===== config.mk =====
export PLATFORM = sky130hd
export DESIGN_NAME = obb_isqrt
export DESIGN_NICKNAME = d
export VERILOG_FILES = /design/src/rtl/obb_pkg.sv /design/src/rtl/obb_isqrt.sv
export SDC_FILE = /design/constraint.sdc
export NUM_CORES = 2
export LEC_CHECK = 0
export ABC_CLOCK_PERIOD_IN_PS = 3500
export BUFFER_PORTS_ARGS = -buffer_cell sky130_fd_sc_hd__buf_2
export CORE_AREA = 4 4 529 531
export CTS_BUF_LIST = sky130_fd_sc_hd__clkbuf_4
export DETAILED_ROUTE_END_ITERATION = 6
export DIE_AREA = 0 0 533 535
export PLACE_DENSITY_LB_ADDON = 0.1
export SLEW_MARGIN = 20
export SYNTH_ARGS = -nofsm -noshare
export SYNTH_HDL_FRONTEND = slang
export SYNTH_MEMORY_MAX_BITS = 65536
export SYNTH_SLANG_ARGS = --single-unit

===== constraint.sdc =====
create_clock -name clk -period 3.5 [get_ports clk]
set_input_delay 0.175 -clock clk [delete_from_list [all_inputs] [get_ports clk]]
set_output_delay 0.175 -clock clk [all_outputs]
set_load 0.01 [all_outputs]

===== src/rtl/obb_pkg.sv =====
// shared constants, types and arithmetic helpers of the basis builder
package obb_pkg;

    localparam int FRAC_BITS   = 16;
    localparam int COMP_W      = 32;
    localparam int CFG_W       = 63;

    // long division: 64-bit divisor, 32 quotient bits, one bit per stage
    localparam int DSR_W       = 64;
    localparam int QUO_W       = 32;
    localparam int DVD_W       = DSR_W + QUO_W;
    localparam int DIV_STAGES  = QUO_W;

    // square root: 64-bit radicand, 32 root bits, one bit per stage
    localparam int SQ_IN_W     = 64;
    localparam int SQ_OUT_W    = 32;
    localparam int SQ_REM_W    = SQ_OUT_W + 2;
    localparam int SQRT_STAGES = SQ_OUT_W;

    // input and output registers, four front stages, eight middle stages
    localparam int PIPE_DEPTH  = 14 + 2 * DIV_STAGES + SQRT_STAGES;

    localparam logic [CFG_W-1:0] THR_RESET = CFG_W'(1);
    localparam logic [CFG_W-1:0] TOL_RESET = CFG_W'(43);

    localparam logic signed [COMP_W-1:0] UNIT_POS = COMP_W'(1) <<< FRAC_BITS;
    localparam logic signed [COMP_W-1:0] UNIT_NEG = -UNIT_POS;

    localparam logic signed [64:0] SAT_HI = 65'sh0_7FFF_FFFF_FFFF_FFFF;
    localparam logic signed [64:0] SAT_LO = -SAT_HI;
    localparam logic signed [65:0] COMP_HI = (66'sd1 <<< (COMP_W - 1)) - 66'sd1;
    localparam logic signed [65:0] COMP_LO = -(66'sd1 <<< (COMP_W - 1));

    // operand order of the cross product terms
    localparam int unsigned NXT1 [3] = '{1, 2, 0};
    localparam int unsigned NXT2 [3] = '{2, 0, 1};

    typedef enum logic {
        CFG_PARALLEL  = 1'b0,
        CFG_TOLERANCE = 1'b1
    } cfg_idx_e;

    typedef logic [COMP_W-1:0] comp_t;
    typedef comp_t [2:0]       vec_t;
    typedef vec_t [2:0]        basis_t;

    typedef struct packed {
        vec_t [1:0]       v;
        vec_t             z;
        logic [1:0][2:0]  neg;
        logic             zz0;
    } proj_side_t;

    typedef struct packed {
        basis_t     b;
        logic [2:0] nf;
    } norm_side_t;

    function automatic logic signed [63:0] sat_add(input logic signed [63:0] a,
                                                   input logic signed [63:0] b);
        logic signed [64:0] s;
        s = $signed({a[63], a}) + $signed({b[63], b});
        if (s > SAT_HI)
        begin
            return SAT_HI[63:0];
        end
        else if (s < SAT_LO)
        begin
            return SAT_LO[63:0];
        end
        return s[63:0];
    endfunction

    function automatic comp_t clamp_comp(input logic signed [65:0] v);
        if (v > COMP_HI)
        begin
            return COMP_HI[COMP_W-1:0];
        end
        else if (v < COMP_LO)
        begin
            return COMP_LO[COMP_W-1:0];
        end
        return v[COMP_W-1:0];
    endfunction

    function automatic comp_t cross_term(input logic signed [63:0] ab,
                                         input logic signed [63:0] cd);
        logic signed [63:0] diff;
        logic signed [63:0] sh;
        logic signed [65:0] w;
        diff = sat_add(ab, -cd);
        sh   = diff >>> FRAC_BITS;
        w    = sh;
        return clamp_comp(w);
    endfunction

    function automatic comp_t mag_comp(input comp_t v);
        return v[COMP_W-1] ? COMP_W'(0) - v : v;
    endfunction

endpackage


===== src/rtl/obb_isqrt.sv =====
// pipelined integer square root, one root bit per stage
module obb_isqrt (
    input  logic                          clk,
    input  logic                          en,
    input  logic [obb_pkg::SQ_IN_W-1:0]   radicand,
    output logic [obb_pkg::SQ_OUT_W-1:0]  root
);
    import obb_pkg::*;

    logic [SQ_REM_W-1:0] rem_reg   [SQRT_STAGES];
    logic [SQ_REM_W-1:0] rem_next  [SQRT_STAGES];
    logic [SQ_IN_W-1:0]  val_reg   [SQRT_STAGES];
    logic [SQ_IN_W-1:0]  val_next  [SQRT_STAGES];
    logic [SQ_OUT_W-1:0] root_reg  [SQRT_STAGES];
    logic [SQ_OUT_W-1:0] root_next [SQRT_STAGES];

    always_comb
    begin
        logic [SQ_REM_W-1:0] s_rem;
        logic [SQ_IN_W-1:0]  s_val;
        logic [SQ_OUT_W-1:0] s_root;
        logic [SQ_REM_W+1:0] cur;
        logic [SQ_REM_W+1:0] trial;
        for (int i = 0; i < SQRT_STAGES; i++)
        begin
            if (i == 0)
            begin
                s_rem  = '0;
                s_val  = radicand;
                s_root = '0;
            end
            else
            begin
                s_rem  = rem_reg[i-1];
                s_val  = val_reg[i-1];
                s_root = root_reg[i-1];
            end
            cur   = {s_rem, s_val[SQ_IN_W-1 -: 2]};
            trial = {2'b00, s_root, 2'b01};
            if (cur >= trial)
            begin
                rem_next[i]  = SQ_REM_W'(cur - trial);
                root_next[i] = {s_root[SQ_OUT_W-2:0], 1'b1};
            end
            else
            begin
                rem_next[i]  = cur[SQ_REM_W-1:0];
                root_next[i] = {s_root[SQ_OUT_W-2:0], 1'b0};
            end
            val_next[i] = {s_val[SQ_IN_W-3:0], 2'b00};
        end
    end

    always_ff @(posedge clk)
    begin
        if (en)
        begin
            for (int i = 0; i < SQRT_STAGES; i++)
            begin
                rem_reg[i]  <= rem_next[i];
                val_reg[i]  <= val_next[i];
                root_reg[i] <= root_next[i];
            end
        end
    end

    assign root = root_reg[SQRT_STAGES-1];

endmodule


==> out/qor.txt <==
R2r endpoint: rem_reg[1][244]
Synth unique cells: 91
Initial antenna violation count: 5
First-pass GRT wire length: 408000 um
Max Clk Rate: 294 MHz
Total CTS buffers: 675
Vias in the first global route: 75500
Root Buffer: clkbuf_4
FP Rows: 193
Syn_area_per_cell: 12.9 um^2
Critical Path Sink: rem_reg[1][244]
Lkg Pwr: 53.2 nW
Core Box Area: 276000 um^2
Crit path max fanout: 24
Vias/cell: 5.14
CTS H-tree depth: 6
Seq/Total Area, Yosys: 64.3%
Power Total: 84.4 mW
Final Max Slew Viols: 0
Ys Warns: 0
Share of layout cells above drive strength 1: 16.2%
Pin count of the biggest net entering global routing: 130
CTS sink cnt: 2523
Final worst-path cycle share: 97.2%
Final HPWL from detailed placement: 184000 um
Drt wl/cell: 17.8 um
Final setup violation count: 0
Die H: 535 um
GRT overflow: 0
Primary FF master, synth: edfxtp_1
Most common cell after layout, fill and taps aside: edfxtp_1
R2R setup slack: 0.1 ns
Max Clock Skew: 0.0801 ns
Die Area: 285000 um^2
Number of DRC markers in iteration 0: 4547
First drt pass iteration count: 6
Highest ir drop seen on vdd: 289 uV
Cell count after synthesis: 9146
Worst setup path start: rem_reg[1][226]
Synth Net Count: 9774
Crit path kind: reg -> reg
Initial Utilization: 42.8%
Routability Congestion: 0.877
Final min period: 3.40 ns
Nets@finish: 11000
Synth-to-layout area growth: 16.0%
RSZ-0062 raised after global routing: yes
Worst skew pair latency: 1.42 ns
Critical Path Source Type: flip-flop
Pwr Density: 617 nW/um^2
Drc violations: 0
DRT antenna net count: 0
Final design utilization: 49.6%
Number of flops mapped to enable cells by yosys: 2523
Hold Slack: 0.374 ns
Post-synth ARST share: 0%
Critical path endpoint category: flip-flop
Worst slew pin tran: 0.852 ns
Setup ws final: 0.0993 ns
Most frequent cells in the layout: 2523 x edfxtp_1, 960 x clkbuf_4, 707 x inv_1, 673 x nand2_1, 561 x ha_1
Die Width: 533 um
Netlist Area Pre-Place: 118000 um^2
FF+latch count, synth: 2523
WL final: 259000 um
R2R depth: 9
Max reg flops: 1003
GRT Resource Usage Total: 17.7%
Ports: 98
Crit path required time: 4.58 ns
Hold Path Class: reg -> reg
Arrival @ worst endpoint: 4.48 ns
PortBufs: 97
Worst slew margin: 42.6%
CTS tree: done
# Max-Cap Violations: 0
Worst slack, placed: -0.0578 ns
Via count: 74800
CTS max path bufs: 4
Status: completed
Final hold viol count: 0
Reg2Reg Launch Point: rem_reg[1][226]
CTS clock-pin slew for the worst setup and hold paths: 0.06 ns
Filler Cells Inserted: 24500
==> metal layers <==
layer	vias to the layer above	wire, um	track usage (%)
met2	1607	127000	30.4
met1	35900	113000	22.5
met3	507	10700	3.02
met4	4	7910	6.70
met5	-	27	0
li1	36800	-	-
==> stage by stage <==
step                instance area, um^2  TNS (ns)  std cells
floorplan                        118000         0       9146
global placement                 126000    -0.113      13200
detailed placement               126000    -0.210      13200
CTS                              136000         0      14500
global route                     137000    -0.103      14500
finish                           137000         0      14500
==> cell usage after synthesis, types with 117 or more instances <==
cell | count | area (um^2)
clkbuf_1 | 144 | 541
nand2_1 | 673 | 2530
o21ai_0 | 501 | 2510
nor2_1 | 553 | 2080
edfxtp_1 | 2523 | 75800
inv_1 | 707 | 2650
a21o_1 | 250 | 1880
xor2_1 | 423 | 3700
nand3_1 | 148 | 741
xnor2_1 | 419 | 3670
a21oi_1 | 537 | 2690
ha_1 | 562 | 7030
nor3_1 | 232 | 1160
nand2b_1 | 117 | 732
==> area by class of cell <==
| type | instances | area [um^2] | share of cell area (%) |
|---|---|---|---|
| antenna | 8 | 20.0 | 0.0146 |
| clock buffer | 960 | 7210 | 5.27 |
| clock inverter | 205 | 1260 | 0.920 |
| inverter | 709 | 2660 | 1.95 |
| multi-input combinational | 5749 | 39200 | 28.7 |
| sequential | 2523 | 75800 | 55.4 |
| tap | 3705 | 4640 | 3.39 |
| timing repair buffer | 684 | 5970 | 4.37 |
==> where the power goes <==
part           switching (mW)  leakage, nW  internal, mW
Clock                    12.1         5.02          13.4
Combinational            10.3         23.9          8.02
Sequential               2.47         24.3          38.1
==> timing repair <==
item | CTS | global route
resized for setup | 6 | 74
gates cloned | 0 | 1
hold buffers | 197 | 0
pin swaps | 0 | 12
buffers inserted | 1 | 4
endpoints found under the hold margin | 2588 | 0
setup endpoints to repair | 27 | 276
==> worst min-delay path by stage <==
stage / startpoint / end / slack (ns) / depth (start not counted)
floorplan: radicand[0] / val_reg[0][0] / 0.27 / 0
global placement: radicand[37] / val_reg[0][37] / 0.35 / 1
detailed placement: radicand[38] / val_reg[0][38] / 0.35 / 1
CTS: radicand[47] / val_reg[0][47] / 0.19 / 4
global route: radicand[17] / val_reg[0][17] / 0.36 / 4
finish: val_reg[0][304] / val_reg[0][368] / 0.37 / 0
==> cell families (layout without fill, tap and decap cells) <==
kind of cell | count (synthesis) | in the layout | share of synthesized area, %
adders and majority gates | 562 | 562 | 5.97
buffers and inverters | 875 | 2558 | 2.81
muxes | 84 | 84 | 0.804
and+or+nand+nor | 2392 | 2393 | 10.0
DFF | 2523 | 2523 | 64.3
AOI/OAI and AO/OA | 1867 | 1867 | 9.87
other | 1 | 9 | 0.00318
xor gates and xnor gates | 842 | 842 | 6.26
==> worst max-delay path, cell delays in order, from the launching register on <==
cell and delay, ns:
edfxtp_1 0.41, ha_2 0.24, or4_1 0.46, or4_1 0.44, or4_1 0.47, a311oi_2 0.25
a21boi_4 0.26, buf_12 0.19, buf_12 0.16, o21ai_0 0.16
Power figures use the tool's default switching activity.
